`src/rtl/assert_macros.svh`:
```
// Assertion helpers shared by the RTL modules.
`ifndef ASSERT_MACROS_SVH
`define ASSERT_MACROS_SVH

// Checked every clock edge outside reset.
`define ASSERT_CLK(label, prop, msg) \
   label: assert property (@(posedge clock) disable iff (reset) (prop)) else $error(msg);

// Checked every clock edge, reset included.
`define ASSERT_ALWAYS(label, prop, msg) \
   label: assert property (@(posedge clock) (prop)) else $error(msg);

`endif

```
`src/rtl/ppte_pkg.sv`:
```
package ppte_pkg;

   localparam int ColW             = 18;
   localparam int FillW            = 7;
   localparam int RowPixW          = 16;
   localparam int CsrDataW         = 18;
   localparam int TextLineUnits    = 68;
   localparam int BilevelLineUnits = 64;
   localparam int SampleUnits      = 4;
   localparam int BilevelUnits     = 16;
   localparam int MaxChars         = 18;
   localparam int StepW            = 5;
   localparam int QueueDepth       = 2;

   localparam logic [7:0] AsciiZero  = 8'h30;
   localparam logic [7:0] AsciiSpace = 8'h20;
   localparam logic [7:0] AsciiCr    = 8'h0D;
   localparam logic [7:0] AsciiLf    = 8'h0A;

   typedef enum logic [1:0] {
      CSR_BILEVEL_MODE = 2'd0,
      CSR_ROW_PIXELS   = 2'd1,
      CSR_ROW_SAMPLES  = 2'd2
   } csr_index_type;

   // One classified input byte, as handed from front to back.
   typedef struct packed {
      logic       bilevel;
      logic [7:0] pixel_byte;
      logic [3:0] pixel_count;   // 1..8 pixels in bilevel mode
      logic [3:0] hund;
      logic [3:0] tens;
      logic [3:0] ones;
      logic       line_break;    // CR LF follows the body
   } item_type;

   typedef struct packed {
      logic [3:0] hund;
      logic [3:0] tens;
      logic [3:0] ones;
   } digits_type;

   // Decimal split of a byte without a divider: compares for hundreds,
   // reciprocal multiply (205 / 2048) for tens, exact below 100.
   function automatic digits_type to_digits(input logic [7:0] v);
      digits_type  d;
      logic [7:0]  rem;
      logic [14:0] prod;
      logic [6:0]  tens_x10;
      d.hund = (v >= 8'd200) ? 4'd2 : ((v >= 8'd100) ? 4'd1 : 4'd0);
      rem = v - ((v >= 8'd200) ? 8'd200 : ((v >= 8'd100) ? 8'd100 : 8'd0));
      prod = 15'(rem[6:0]) * 15'd205;
      d.tens = prod[14:11];
      tens_x10 = {d.tens[3:0], 3'b000} + {2'b00, d.tens[3:0], 1'b0};
      d.ones = 4'(rem[6:0] - tens_x10);
      return d;
   endfunction

endpackage

```
`src/rtl/plain_pnm_text_encoder.sv`:
```
// Channel   Direction  Handshake            Payload
// req_      in         req_valid/req_stall  pixel_byte
// rsp_      out        rsp_valid/rsp_stall  text_char, last_of_run
// csr_      in         csr_write_enable     csr_index, csr_write_data
//
// With an item queued and rsp_stall low, one character leaves per cycle; a byte-mode
// sample gives 4 or 6 characters and a bilevel byte 2 to 18 (2 per pixel, plus 2 for
// CR LF), set by the character sequencer. The front takes a byte whenever the two-entry
// queue has room. Synchronous reset clears the counters, the queue and rsp_valid.
// rsp_stall holds the output register; the front keeps accepting until the queue fills.
module plain_pnm_text_encoder
   import ppte_pkg::*;
(
   input  logic                clock,
   input  logic                reset,
   input  logic                csr_write_enable,
   input  logic [1:0]          csr_index,
   input  logic [CsrDataW-1:0] csr_write_data,
   input  logic                req_valid,
   output logic                req_stall,
   input  logic [7:0]          req_pixel_byte,
   output logic                rsp_valid,
   input  logic                rsp_stall,
   output logic [7:0]          rsp_text_char,
   output logic                rsp_last_of_run
);

   logic     accept;
   logic     queue_full;
   logic     pop;
   logic     head_valid;
   item_type new_item;
   item_type head_item;

   assign req_stall = queue_full;
   assign accept    = req_valid && !queue_full;

   ppte_front u_front (
      .clock           (clock),
      .reset           (reset),
      .csr_write_enable(csr_write_enable),
      .csr_index       (csr_index),
      .csr_write_data  (csr_write_data),
      .accept          (accept),
      .pixel_byte      (req_pixel_byte),
      .item            (new_item)
   );

   ppte_queue u_queue (
      .clock     (clock),
      .reset     (reset),
      .push      (accept),
      .push_item (new_item),
      .full      (queue_full),
      .pop       (pop),
      .head_valid(head_valid),
      .head_item (head_item)
   );

   ppte_back u_back (
      .clock          (clock),
      .reset          (reset),
      .head_valid     (head_valid),
      .head_item      (head_item),
      .pop            (pop),
      .rsp_valid      (rsp_valid),
      .rsp_stall      (rsp_stall),
      .rsp_text_char  (rsp_text_char),
      .rsp_last_of_run(rsp_last_of_run)
   );

endmodule

```
`src/rtl/ppte_front.sv`:
```
module ppte_front
   import ppte_pkg::*;
(
   input  logic                clock,
   input  logic                reset,
   input  logic                csr_write_enable,
   input  logic [1:0]          csr_index,
   input  logic [CsrDataW-1:0] csr_write_data,
   input  logic                accept,
   input  logic [7:0]          pixel_byte,
   output item_type            item
);

   logic               bilevel_mode_ff;
   logic [RowPixW-1:0] row_pixels_ff;
   logic [ColW-1:0]    row_samples_ff;
   logic [ColW-1:0]    column_count_ff;
   logic [ColW-1:0]    column_count_in;
   logic [FillW-1:0]   line_fill_ff;
   logic [FillW-1:0]   line_fill_in;

   logic [ColW:0]      col_plus1;
   logic [ColW:0]      pix_left;
   logic [3:0]         pixel_count;
   logic [ColW:0]      col_next;
   logic [FillW:0]     fill_next;
   logic               row_end;
   logic               line_full;
   digits_type         digits;

   always_ff @(posedge clock) begin
      if (reset) begin
         bilevel_mode_ff <= 1'b0;
         row_pixels_ff   <= RowPixW'(1);
         row_samples_ff  <= ColW'(1);
      end else if (csr_write_enable) begin
         unique case (csr_index)
            CSR_BILEVEL_MODE: bilevel_mode_ff <= csr_write_data[0];
            CSR_ROW_PIXELS:   row_pixels_ff   <= csr_write_data[RowPixW-1:0];
            CSR_ROW_SAMPLES:  row_samples_ff  <= csr_write_data[ColW-1:0];
            default: ;
         endcase
      end
   end

   always_comb begin
      col_plus1 = {1'b0, column_count_ff} + (ColW+1)'(1);
      pix_left  = (ColW+1)'(row_pixels_ff) - {1'b0, column_count_ff};
      // the MSB pixel is always written, even past the row end
      if ((ColW+1)'(row_pixels_ff) <= col_plus1) begin
         pixel_count = 4'd1;
      end else if (pix_left >= (ColW+1)'(8)) begin
         pixel_count = 4'd8;
      end else begin
         pixel_count = pix_left[3:0];
      end

      if (bilevel_mode_ff) begin
         col_next  = {1'b0, column_count_ff} + (ColW+1)'(pixel_count);
         row_end   = col_next >= (ColW+1)'(row_pixels_ff);
         fill_next = {1'b0, line_fill_ff} + (FillW+1)'(BilevelUnits);
         line_full = fill_next >= (FillW+1)'(BilevelLineUnits);
      end else begin
         col_next  = col_plus1;
         row_end   = col_next >= {1'b0, row_samples_ff};
         fill_next = {1'b0, line_fill_ff} + (FillW+1)'(SampleUnits);
         line_full = fill_next >= (FillW+1)'(TextLineUnits);
      end

      column_count_in = row_end ? '0 : col_next[ColW-1:0];
      line_fill_in    = (row_end || line_full) ? '0 : fill_next[FillW-1:0];

      digits           = to_digits(pixel_byte);
      item.bilevel     = bilevel_mode_ff;
      item.pixel_byte  = pixel_byte;
      item.pixel_count = pixel_count;
      item.hund        = digits.hund;
      item.tens        = digits.tens;
      item.ones        = digits.ones;
      item.line_break  = row_end || line_full;
   end

   always_ff @(posedge clock) begin
      if (reset) begin
         column_count_ff <= '0;
         line_fill_ff    <= '0;
      end else if (accept) begin
         column_count_ff <= column_count_in;
         line_fill_ff    <= line_fill_in;
      end
   end

endmodule

```
`src/rtl/ppte_queue.sv`:
```
`include "assert_macros.svh"

module ppte_queue
   import ppte_pkg::*;
(
   input  logic     clock,
   input  logic     reset,
   input  logic     push,
   input  item_type push_item,
   output logic     full,
   input  logic     pop,
   output logic     head_valid,
   output item_type head_item
);

   localparam int PtrW = $clog2(QueueDepth);
   localparam int CntW = $clog2(QueueDepth + 1);

   item_type        slot_ff [QueueDepth];
   logic [PtrW-1:0] wr_ptr_ff;
   logic [PtrW-1:0] rd_ptr_ff;
   logic [CntW-1:0] count_ff;

   assign full       = count_ff == CntW'(QueueDepth);
   assign head_valid = count_ff != '0;
   assign head_item  = slot_ff[rd_ptr_ff];

   always_ff @(posedge clock) begin
      if (push) begin
         slot_ff[wr_ptr_ff] <= push_item;
      end
   end

   always_ff @(posedge clock) begin
      if (reset) begin
         wr_ptr_ff <= '0;
         rd_ptr_ff <= '0;
         count_ff  <= '0;
      end else begin
         if (push) begin
            wr_ptr_ff <= (wr_ptr_ff == PtrW'(QueueDepth - 1)) ? '0 : wr_ptr_ff + PtrW'(1);
         end
         if (pop) begin
            rd_ptr_ff <= (rd_ptr_ff == PtrW'(QueueDepth - 1)) ? '0 : rd_ptr_ff + PtrW'(1);
         end
         if (push && !pop) begin
            count_ff <= count_ff + CntW'(1);
         end else if (pop && !push) begin
            count_ff <= count_ff - CntW'(1);
         end
      end
   end

   `ASSERT_CLK(a_no_overflow, full |-> !push, "push into a full queue")
   `ASSERT_CLK(a_no_underflow, !head_valid |-> !pop, "pop from an empty queue")
   `ASSERT_CLK(a_count_bound, count_ff <= CntW'(QueueDepth), "queue count out of range")

endmodule

```
`src/rtl/ppte_back.sv`:
```
`include "assert_macros.svh"

module ppte_back
   import ppte_pkg::*;
(
   input  logic       clock,
   input  logic       reset,
   input  logic       head_valid,
   input  item_type   head_item,
   output logic       pop,
   output logic       rsp_valid,
   input  logic       rsp_stall,
   output logic [7:0] rsp_text_char,
   output logic       rsp_last_of_run
);

   logic [StepW-1:0] step_ff;
   logic [StepW-1:0] step_in;
   logic             rsp_valid_ff;
   logic [7:0]       text_char_ff;
   logic [7:0]       text_char_in;
   logic             last_ff;
   logic             last_in;
   logic             advance;
   logic [StepW-1:0] body_len;
   logic [StepW-1:0] total_len;
   logic [2:0]       bit_sel;

   assign advance = head_valid && (!rsp_valid_ff || !rsp_stall);
   assign pop     = advance && last_in;

   always_comb begin
      body_len  = head_item.bilevel ? {head_item.pixel_count, 1'b0} : StepW'(4);
      total_len = body_len + (head_item.line_break ? StepW'(2) : StepW'(0));
      last_in   = step_ff == total_len - StepW'(1);
      step_in   = last_in ? '0 : step_ff + StepW'(1);
      bit_sel   = 3'd7 - step_ff[3:1];

      if (step_ff == body_len) begin
         text_char_in = AsciiCr;
      end else if (step_ff > body_len) begin
         text_char_in = AsciiLf;
      end else if (head_item.bilevel) begin
         text_char_in = step_ff[0] ? AsciiSpace
                                   : (AsciiZero | 8'(head_item.pixel_byte[bit_sel]));
      end else begin
         case (step_ff[1:0])
            2'd0: text_char_in = (head_item.hund != '0)
                                 ? (AsciiZero | 8'(head_item.hund)) : AsciiSpace;
            2'd1: text_char_in = (head_item.hund != '0 || head_item.tens != '0)
                                 ? (AsciiZero | 8'(head_item.tens)) : AsciiSpace;
            2'd2: text_char_in = AsciiZero | 8'(head_item.ones);
            default: text_char_in = AsciiSpace;
         endcase
      end
   end

   always_ff @(posedge clock) begin
      if (reset) begin
         step_ff      <= '0;
         rsp_valid_ff <= 1'b0;
      end else if (advance) begin
         step_ff      <= step_in;
         rsp_valid_ff <= 1'b1;
      end else if (!rsp_stall) begin
         rsp_valid_ff <= 1'b0;
      end
   end

   always_ff @(posedge clock) begin
      if (advance) begin
         text_char_ff <= text_char_in;
         last_ff      <= last_in;
      end
   end

   assign rsp_valid       = rsp_valid_ff;
   assign rsp_text_char   = text_char_ff;
   assign rsp_last_of_run = last_ff;

   `ASSERT_CLK(a_step_bound, step_ff < StepW'(MaxChars), "character step past item length")
   `ASSERT_CLK(a_step_idle, !head_valid |-> step_ff == '0, "step left open with no item")

endmodule
```
`config.mk`:
```
export PLATFORM = sky130hd
export DESIGN_NAME = plain_pnm_text_encoder
export DESIGN_NICKNAME = d
export VERILOG_FILES = /design/src/rtl/ppte_pkg.sv /design/src/rtl/plain_pnm_text_encoder.sv /design/src/rtl/ppte_front.sv /design/src/rtl/ppte_queue.sv /design/src/rtl/ppte_back.sv
export VERILOG_INCLUDE_DIRS = /design/src /design/src/rtl
export SDC_FILE = /design/constraint.sdc
export NUM_CORES = 1
export LEC_CHECK = 0
export BUFFER_PORTS_ARGS = -buffer_cell sky130_fd_sc_hd__buf_2
export CAP_MARGIN = 20
export CORE_MARGIN = 2
export CORE_UTILIZATION = 60
export CTS_BUF_LIST = sky130_fd_sc_hd__clkbuf_16
export DETAILED_ROUTE_END_ITERATION = 8
export PLACE_DENSITY_LB_ADDON = 0.05
export SLEW_MARGIN = 20
export SYNTH_ARGS = -nofsm -noshare
export SYNTH_HDL_FRONTEND = slang
export SYNTH_SLANG_ARGS = --single-unit
```
`constraint.sdc`:
```
create_clock -name clock -period 12.75 [get_ports clock]
set_input_delay 0.6375 -clock clock [delete_from_list [all_inputs] [get_ports clock]]
set_output_delay 0.6375 -clock clock [all_outputs]
set_load 0.05 [all_outputs]
```
== Yosys cells after proc, flatten, opt, wreduce, memory -nomap -nowiden ==
Memories as Yosys holds them, arrays and structs flattened. A register that Yosys moved wholly into a read port is not among the register bits.
Cells that the tools add are included.
Word-level totals
  register bits: 79
  bits in writable memories: 52
  bits of input ports: 33
  output and inout port bits: 11
  word-level logic and storage cells: 105
  memories kept: 1
Operators by class
  add/sub/neg operators: 16
  multipliers: 1
  magnitude comparators: 10
  equality and inequality tests: 8
  mux-type cells: 33
  reduce and logical (&&, ||, !) cells: 23
Memories
  u_queue.slot_ff: depth 2, bits a word 26, read ports 1, clocked after memory_dff 1, write ports 1, RTL line ppte_queue.sv:19  | item_type slot_ff [QueueDepth];
Operator list (number)
  18-bit 2-to-1 mux: 2
  7-bit 2-to-1 mux: 4
  5-bit 2-to-1 mux: 5
  8-bit by 7-bit greater-or-equal comparator with 1-bit output, second input constant: 3
  8-bit case mux with 3 select lines: 1
  18-bit by 1-bit adder with 19-bit output, second input constant: 1
  18-bit by 4-bit adder with 19-bit output: 1
  19-bit by 16-bit greater-or-equal comparator with 1-bit output: 1
  19-bit by 18-bit greater-or-equal comparator with 1-bit output: 1
  19-bit by 4-bit greater-or-equal comparator with 1-bit output, second input constant: 1
  16-bit by 19-bit <= comparator with 1-bit output: 1
  16-bit by 18-bit subtractor with 19-bit output: 1
  7-bit by 8-bit multiplier with 15-bit output, second input constant: 1
  1-bit 2-to-1 mux: 12
  4-bit 2-to-1 mux: 3
  5-bit equality test: 2
  7-bit by 3-bit adder with 8-bit output, second input constant: 1
  7-bit by 5-bit adder with 8-bit output, second input constant: 1
  8-bit greater-or-equal comparator, second input constant: 1
  8-bit 2-to-1 mux: 1
  4-bit nonzero test: 2
  7-bit subtractor: 1
  2-bit equality test, second input constant: 3
  2-bit 2-to-1 mux: 3
  other kinds (22): 38

== Depth between registers and ports, before layout ==
Gate-level depths: netlist of the first run.
  depth after elaboration: 9
  depth in mapped cells: 33
  gate-level depth less buffers: 32

== Cells and area by module ==
From an unflattened synthesis of the first run, not the netlist that was laid out.
Second synthesis, totals
  cells, all modules: 1075
  area, all modules: 9654.3 µm²
By module, submodules not included
  ppte_front: instances 1, cells an instance 866, area each 6550.0 µm², sequential area each 1161.1 µm²
  ppte_queue: instances 1, cells an instance 103, area each 2092.0 µm², sequential area each 1661.6 µm²
  ppte_back: instances 1, cells an instance 105, area each 998.5 µm², sequential area each 330.3 µm²
  plain_pnm_text_encoder: instances 1, cells an instance 1, area each 13.8 µm², sequential area each 0.0 µm²

== Least setup slack after synthesis of the first run ==
Ideal clock, no wire load.
  path type: register -> register
  start point: register u_front.column_count_ff[5]
  end point: register u_front.column_count_ff[5]
  setup time: 0.070 ns
  arrival time: 5.980 ns
  required time: 12.680 ns
  setup slack: 6.700 ns
  stages on the path, launching flop included: 31
  clock period less this slack: 6.050 ns
  cells stage by stage: dfxtp_1 buf_2 nand4_1 nor4_1 nand2_1 nor2_1 xnor2_1 inv_1 ha_1 and3_1 nand3_1 nor2_1 o21ai_0 o221ai_1 nand4_1 or3_1 fa_1 nand2b_1 a21oi_1 and2_0 nand3_1 xnor2_1 ha_1 a21oi_1 o21ai_0 a2111oi_0 nand4_1 nand2_1 clkbuf_1 nand3_1 a21oi_1
On the way
  longest elaborated chain between the ends: 8
  elaborated cells on any way between the ends: 12
  classes of those cells: 3 x add/sub; 4 x order compare; 5 x mux
Ends and longest elaborated chain
  start, declared: RTL line ppte_front.sv:17  | logic [ColW-1:0] column_count_ff;
  start signal, assigned: RTL line ppte_front.sv:88  | column_count_ff <= column_count_in;
  16-bit by 18-bit subtractor with 19-bit output: RTL line ppte_front.sv:48  | pix_left = (ColW+1)'(row_pixels_ff) - {1'b0, column_count_ff};
  19-bit by 4-bit greater-or-equal comparator with 1-bit output: RTL line ppte_front.sv:52  | end else if (pix_left >= (ColW+1)'(8)) begin
  4-bit 2-to-1 mux: RTL line ppte_front.sv:52
  4-bit 2-to-1 mux: RTL line ppte_front.sv:50  | if ((ColW+1)'(row_pixels_ff) <= col_plus1) begin
  18-bit by 4-bit adder with 19-bit output: RTL line ppte_front.sv:59  | col_next = {1'b0, column_count_ff} + (ColW+1)'(pixel_count);
  19-bit by 16-bit greater-or-equal comparator with 1-bit output: RTL line ppte_front.sv:60  | row_end = col_next >= (ColW+1)'(row_pixels_ff);
  1-bit 2-to-1 mux: RTL line ppte_front.sv:58  | if (bilevel_mode_ff) begin
  18-bit 2-to-1 mux (*): RTL line ppte_front.sv:70  | column_count_in = row_end ? '0 : col_next[ColW-1:0];
Every way passes the cells marked *; elsewhere a longest branch is shown, timed or not.
A chain may end at the register's enable or synchronous reset.

==> results of run 1 <==
routing by layer:
| metal | share of wire (%) | vias up | wire length (um) | GRT usage, % |
|---|---|---|---|---|
| met1 | 49 | 3431 | 10700 | 41.22 |
| li1 | - | 3739 | - | - |
| met5 | 0 | - | 0 | 0 |
| met4 | 1.4 | 0 | 308 | 7.886 |
| met3 | 7.4 | 24 | 1603 | 6.553 |
| met2 | 42 | 261 | 9115 | 40.20 |
state kept, by name (all words and copies together) (netlist names), named ones only:
signal,count
u_queue.slot_ff,48
u_front.column_count_ff,18
u_front.row_samples_ff,18
u_front.row_pixels_ff,16
u_back.rsp_text_char,6
u_back.step_ff,5
u_front.line_fill_ff,5
u_queue.count_ff,2
u_back.rsp_last_of_run,1
u_back.rsp_valid,1
u_front.bilevel_mode_ff,1
u_queue.rd_ptr_ff,1
u_queue.wr_ptr_ff,1
how the worst min path moves through the flow:
stage | endpoint | cells past startpoint | from
after CTS | u_queue.slot_ff[0][19]$_DFFE_PP_ | 1 | req_pixel_byte[2]
after global routing | u_queue.slot_ff[0][19]$_DFFE_PP_ | 1 | req_pixel_byte[2]
after global placement | u_front.row_samples_ff[2]$_SDFFE_PP0P_ | 2 | u_front.row_samples_ff[2]$_SDFFE_PP0P_
after floorplan | u_front.row_samples_ff[10]$_SDFFE_PP0P_ | 2 | u_front.row_samples_ff[10]$_SDFFE_PP0P_
after detailed placement | u_front.row_samples_ff[4]$_SDFFE_PP0P_ | 2 | u_front.row_samples_ff[4]$_SDFFE_PP0P_
final | u_queue.slot_ff[1][19]$_DFFE_PP_ | 1 | req_pixel_byte[2]
power by group through the flow:
stage                     logic, uW  clock network, uW  registers, uW
final                           608                472            538
after global routing            692                494            544
after CTS                       610                477            538
after detailed placement        604                  0            546
after global placement          596                  0            544
after floorplan                 433                  0            564
cell families (layout without fill, tap and decap cells):
kind of cell               Yosys count  count (layout)  synth area share (%)
and+or+nand+nor                    328             328                 16.64
adders and majority gates          140             140                 19.95
muxes                               24              24                 3.456
AOI/OAI and AO/OA                  216             216                 14.57
xor gates and xnor gates            66              66                 6.261
DFF                                124             124                 32.85
buffers and inverters              150             190                 6.234
other                                1               2               0.04062
layout make-up:
cell class	count	area (um^2)	area share, %
multi-input cells	776	5637	55.59
flip-flops and latches	124	3033	29.91
clock buffers	17	425.4	4.195
inverters	113	424.2	4.183
repair buffers	46	242.7	2.394
well taps	188	235.2	2.320
clock inverters	14	142.6	1.407
cell usage after synthesis, drive strengths merged, types with 6 or more instances:
library cell and instances:
buf 10, inv 112, nor2b 12, edfxtp 55, fa 12, xnor2 51
nand3 26, clkbuf 27, mux2 13, mux2i 6, nor2 57, o21ai 40
o21a 9, ha 128, a211oi 10, a21oi 93, nand2b 9, dfxtp 69
o211ai 6, nand2 141, o2111ai 6, nor3 17, nor4 8, nand4 19
o31ai 6, xor2 15, a31oi 8, and3 11, or2 7, a21o 10
worst max-delay path: cells and delay by family (launching register included):
family,cells,cell delay [ns]
xor+xnor,2,0.33
fa+ha+maj,3,0.92
buf+inv,1,0.10
compound gates,9,1.93
flops,1,0.51
simple gates,13,3.95
metrics by stage:
stage	worst slack [ns]	total power (uW)	utilization, %	cell area (um^2)	hold slack, ns
5_1_grt	4.005	1730	66.95	10140	0.4418
6_report	4.887	1618	66.95	10140	0.4526
2_1_floorplan	6.700	997.5	-	9236	0.4363
3_3_place_gp	5.308	1140	63.16	9565	0.4436
3_5_place_dp	5.184	1150	63.16	9565	0.4466
4_1_cts	5.121	1626	66.91	10130	0.4317
==> impl_summary.log, run 1 <==
[metrics] Synth Warn #: 0
[metrics] peak ir drop on the vdd network: 111.4 uV
[metrics] Placeable Area: 15150 um^2
[metrics] fill cell total of the finished layout: 1238
[metrics] IO Pins: 44
[metrics] die outline height: 128.0 um
[metrics] clock slew at reported path FFs: 0.07 ns
[metrics] result of the run: completed
[metrics] Setup TNS: 0 ns
[metrics] final standard cell count with taps included and fillers excluded: 1278
[metrics] floorplan die area: 16400 um^2
[metrics] Comb pwr share: 37.6%
[metrics] placement row count: 45
[metrics] worst setup path category: flip-flop to flip-flop
[metrics] cell-internal power: 1041 uW
[metrics] Slew Viols, Final: 0
[metrics] fraction of synthesized cell area taken by the top area cell type: 17.89%
[metrics] total placed cells including tap cells: 1247
[metrics] Critical R2R Capture: u_front.column_count_ff[0]$_SDFFE_PP0P_
[metrics] CP Data Required Time: 13.07 ns
[metrics] setup repair after global routing missed its margin: no
[metrics] number of clock sinks: 124
[metrics] initial core utilization: 60.96%
[metrics] Total Wirelength: 21730 um
[metrics] worst r2r src: u_front.column_count_ff[4]$_SDFFE_PP0P_
[metrics] Setup-failing EPs final: 0
[metrics] number of antenna diodes: 0
[metrics] Reg2Reg Depth: 28
[metrics] postcts setup bufs: 0
[metrics] number of buffers inserted during clock tree synthesis: 17
[metrics] sequential area share after synthesis: 32.85%
[metrics] register share of total power: 33.3%
[metrics] fin crit share: 61.67%
[metrics] number of resized instances in the post-cts repair step: 0
[metrics] hold crit path type: input pin to flip-flop
[metrics] number of antenna violations at the first check in global routing: 0
[metrics] Avg Vias per Cell: 5.833
[metrics] number of register bits inferred by synthesis: 124
[metrics] Yosys top cell by area: sky130_fd_sc_hd__edfxtp_1
[metrics] Max Clk Rate: 127.2 MHz
[metrics] CTS Hold Bufs: 0
[metrics] tightest slew margin relative to the limit: 34.40%
[metrics] vias in the first global route: 6887
[metrics] number of nets in the final layout: 1251
[metrics] net switching power: 577.7 uW
[metrics] Worst-Skew Late Latency: 0.42 ns
[metrics] number of flops mapped to enable cells by yosys: 55
[metrics] total grt overflow: 0
[metrics] CP Capture Point: u_front.column_count_ff[0]$_SDFFE_PP0P_
[metrics] share of async-settable or async-resettable flops after synthesis: 0%
[metrics] CTS tree: done
[metrics] leakage power of the design: 0.004221 uW
[metrics] global-route wire length before repair: 35410 um
[metrics] leading cell type in the layout, fill and taps excluded: sky130_fd_sc_hd__nand2_1
[metrics] DRC violations left: 0
[metrics] number of design-rule violations left by the first detailed-router iteration: 605
[metrics] Slew @ Worst Pin: 0.9817 ns
[metrics] element type at the critical path start: flip-flop
[metrics] Worst Path Max Fanout: 20
[metrics] leading cell types by total area after synthesis: sky130_fd_sc_hd__edfxtp_1, sky130_fd_sc_hd__ha_1, sky130_fd_sc_hd__dfxtp_1, sky130_fd_sc_hd__nand2_1, sky130_fd_sc_hd__a21oi_1
[metrics] deepest level of the CTS H-tree: 4
[metrics] crit path time final: 7.863 ns
[metrics] Max Cap Violations: 0
[metrics] Worst Setup SP: u_front.column_count_ff[4]$_SDFFE_PP0P_
[metrics] fraction of layout instances using a drive strength above 1: 10.00%
[metrics] antenna-violating nets left: 0
[metrics] final weighted congestion in routability-driven placement: 0.9146
[metrics] area of the mapped netlist: 9233 um^2
[metrics] CP peak stage delay: 0.74 ns
[metrics] highest-count cells in the layout ignoring fill and taps: sky130_fd_sc_hd__nand2_1, sky130_fd_sc_hd__ha_1, sky130_fd_sc_hd__inv_1, sky130_fd_sc_hd__a21oi_1, sky130_fd_sc_hd__dfxtp_1
[metrics] cells after synthesis: 1049
[metrics] maximum number of pins on one net before global-route repair: 67
[metrics] drt wl/cell: 17.00 um
[metrics] main flop type after synthesis: sky130_fd_sc_hd__dfxtp_1
[metrics] Detailed Place HPWL: 16250 um
[metrics] clock skew: 0.01840 ns
[metrics] clk buf depth: 2
[metrics] Pwr Density: 159.6 nW/um^2
[metrics] crit path max-delay cell type: sky130_fd_sc_hd__nor4_1
[metrics] global-route total usage across every layer: 27.70%
[metrics] input/output buffers: 41
[metrics] Post-Synthesis Mean Instance Area: 8.801 um^2
[metrics] hold violation total from the final report: 0
[metrics] number of unique standard cell types used by synthesis: 65
[metrics] part of the power in the clock network: 29.1%
[metrics] register-to-register setup slack: 4.89 ns
[metrics] root buffer selected by CTS: sky130_fd_sc_hd__clkbuf_16
[metrics] Initial DRT Pass Iterations: 8
[metrics] Area Overhead vs Synth: 9.825%
[metrics] DR vias: 7455
[metrics] crit end category: flip-flop
[metrics] chip width: 128.0 um
[metrics] proportion of total power due to net switching: 35.70%
[metrics] WP data arrival: 8.18 ns
(Power assumes the default switching activity.)
==> inputs of run 2 (changes only) <==
==> constraint.sdc (replaced) <==
create_clock -name clock -period 7.65 [get_ports clock]
set_input_delay 0.3825 -clock clock [delete_from_list [all_inputs] [get_ports clock]]
set_output_delay 0.3825 -clock clock [all_outputs]
set_load 0.05 [all_outputs]
==> impl_summary.log, run 2 (synthesis gave the netlist of run 1 again) <==
[metrics] fill cell total of the finished layout: 1262
[metrics] Setup TNS: 0 ns
[metrics] hold crit path type: input pin to flip-flop
[metrics] leading cell type in the layout, fill and taps excluded: sky130_fd_sc_hd__nand2_1
[metrics] fin crit share: 92.28%
[metrics] tightest slew margin relative to the limit: 39.77%
[metrics] Critical R2R Capture: u_front.column_count_ff[3]$_SDFFE_PP0P_
[metrics] number of nets in the final layout: 1256
[metrics] Final WS setup: 0.5906 ns
[metrics] Area Overhead vs Synth: 9.987%
[metrics] CP Data Required Time: 7.98 ns
[metrics] clock skew: 0.01573 ns
[metrics] number of clock sinks: 124
[metrics] IO Pins: 44
[metrics] Layout Cell Area excl Fill: 10150 um^2
[metrics] placement-stage worst setup slack: 0.6656 ns
[metrics] input/output buffers: 41
[metrics] fraction of layout instances using a drive strength above 1: 10.49%
[metrics] chip width: 128.0 um
[metrics] number of antenna violations at the first check in global routing: 0
[metrics] element type at the critical path start: flip-flop
[metrics] Worst Path Max Fanout: 20
[metrics] antenna-violating nets left: 0
[metrics] Placeable Area: 15150 um^2
[metrics] register-to-register setup slack: 0.59 ns
[metrics] result of the run: completed
[metrics] DR vias: 7500
[metrics] crit end category: flip-flop
[metrics] crit path time final: 7.059 ns
[metrics] maximum number of pins on one net before global-route repair: 67
[metrics] CTS tree: done
[metrics] number of design-rule violations left by the first detailed-router iteration: 532
[metrics] Pwr Density: 261.0 nW/um^2
[metrics] WP data arrival: 7.39 ns
[metrics] drt wl/cell: 16.72 um
[metrics] final standard cell count with taps included and fillers excluded: 1284
[metrics] register ranked first by flip-flop count: u_queue.slot_ff
[metrics] die outline height: 128.0 um
[metrics] total placed cells including tap cells: 1251
[metrics] CP Capture Point: u_front.column_count_ff[3]$_SDFFE_PP0P_
[metrics] flip-flop count of the largest register after layout: 48
[metrics] setup repair after global routing missed its margin: no
[metrics] total grt overflow: 0
[metrics] clk buf depth: 2
[metrics] global-route total usage across every layer: 27.28%
[metrics] Setup-failing EPs final: 0
[metrics] DRC violations left: 0
[metrics] leakage power of the design: 0.004260 uW
[metrics] CP peak stage delay: 0.52 ns
[metrics] number of buffers inserted during clock tree synthesis: 17
[metrics] placement row count: 45
[metrics] final weighted congestion in routability-driven placement: 0.9472
[metrics] initial core utilization: 60.96%
[metrics] hold violation total from the final report: 0
[metrics] Reg2Reg Depth: 30
[metrics] Max Cap Violations: 0
[metrics] Max Clk Rate: 141.7 MHz
[metrics] floorplan die area: 16400 um^2
[metrics] Worst Setup SP: u_front.column_count_ff[0]$_SDFFE_PP0P_
[metrics] highest-count cells in the layout ignoring fill and taps: sky130_fd_sc_hd__nand2_1, sky130_fd_sc_hd__ha_1, sky130_fd_sc_hd__inv_1, sky130_fd_sc_hd__a21oi_1, sky130_fd_sc_hd__dfxtp_1
[metrics] postcts setup bufs: 0
[metrics] Total Wirelength: 21470 um
[metrics] placed inst area: 9595 um^2
[metrics] peak ir drop on the vdd network: 210.5 uV
[metrics] Worst-Skew Late Latency: 0.42 ns
[metrics] Initial DRT Pass Iterations: 5
[metrics] vias in the first global route: 6811
[metrics] deepest level of the CTS H-tree: 4
[metrics] global-route wire length before repair: 35070 um
[metrics] clock slew at reported path FFs: 0.06 ns
[metrics] Detailed Place HPWL: 16300 um
[metrics] registers with the most flip-flops: u_queue.slot_ff x48, u_front.column_count_ff x18, u_front.row_samples_ff x18
[metrics] number of antenna diodes: 0
[metrics] Avg Vias per Cell: 5.841
[metrics] crit path max-delay cell type: sky130_fd_sc_hd__dfxtp_1
[metrics] Slew Viols, Final: 0
[metrics] worst r2r src: u_front.column_count_ff[0]$_SDFFE_PP0P_
[metrics] Slew @ Worst Pin: 0.9013 ns
[metrics] root buffer selected by CTS: sky130_fd_sc_hd__clkbuf_16
[metrics] worst setup path category: flip-flop to flip-flop
-- run 2: timing repair --
| item | CTS | global route |
|---|---|---|
| resized for setup | 0 | 2 |
| hold buffers | 0 | 0 |
| setup endpoints to repair | 0 | 16 |
-- run 2: worst min path at each step --
stage	slack (ns)	cells after the start	from	end
final	0.20	3	csr_write_data[16]	u_front.row_samples_ff[16]$_SDFFE_PP0P_
after global routing	0.19	3	csr_write_data[16]	u_front.row_samples_ff[16]$_SDFFE_PP0P_
after CTS	0.19	3	csr_write_data[16]	u_front.row_samples_ff[16]$_SDFFE_PP0P_
after detailed placement	0.45	2	u_front.row_samples_ff[9]$_SDFFE_PP0P_	u_front.row_samples_ff[9]$_SDFFE_PP0P_
after global placement	0.44	2	u_front.row_samples_ff[2]$_SDFFE_PP0P_	u_front.row_samples_ff[2]$_SDFFE_PP0P_
after floorplan	0.44	2	u_front.row_samples_ff[10]$_SDFFE_PP0P_	u_front.row_samples_ff[10]$_SDFFE_PP0P_
-- run 2: power breakdown --
group / internal (uW) / switching [uW]
registers: 850 / 46.4
clock network: 439 / 290
logic: 412 / 613
-- run 2: area by class of cell --
class	instances	area [um^2]	share of cell area, %
clock buffers	17	425.4	4.189
clock inverters	15	110.1	1.084
inverters	113	424.2	4.177
multi-input cells	776	5647	55.61
flip-flops and latches	124	3033	29.87
well taps	188	235.2	2.316
repair buffers	51	280.3	2.760
-- run 2: metal layers --
metal	vias up	track usage (%)	share of wire (%)
met5	-	0	0
met4	0	7.304	1.5
met3	27	5.092	6.6
met2	260	39.57	42
met1	3470	41.70	50
li1	3743	-	-
-- run 2: worst max-delay path, delay by kind of cell (launching register included) --
kind | cells | cell delay, ns
AND/OR/NAND/NOR | 14 | 2.87
buffers and inverters | 3 | 0.59
flip-flops | 1 | 0.52
XOR/XNOR | 2 | 0.39
adder cells (fa/ha/maj) | 4 | 1.31
AO/OA/AOI/OAI | 7 | 1.28
-- run 2: stage by stage --
step           hold slack [ns]  power [uW]  utilization (%)
4_1_cts                 0.1886        2660            66.89
6_report                0.1988        2650            67.05
3_3_place_gp            0.4439        1899            63.35
3_5_place_dp            0.4506        1911            63.35
2_1_floorplan           0.4363        1662                -
5_1_grt                 0.1944        2834            67.05
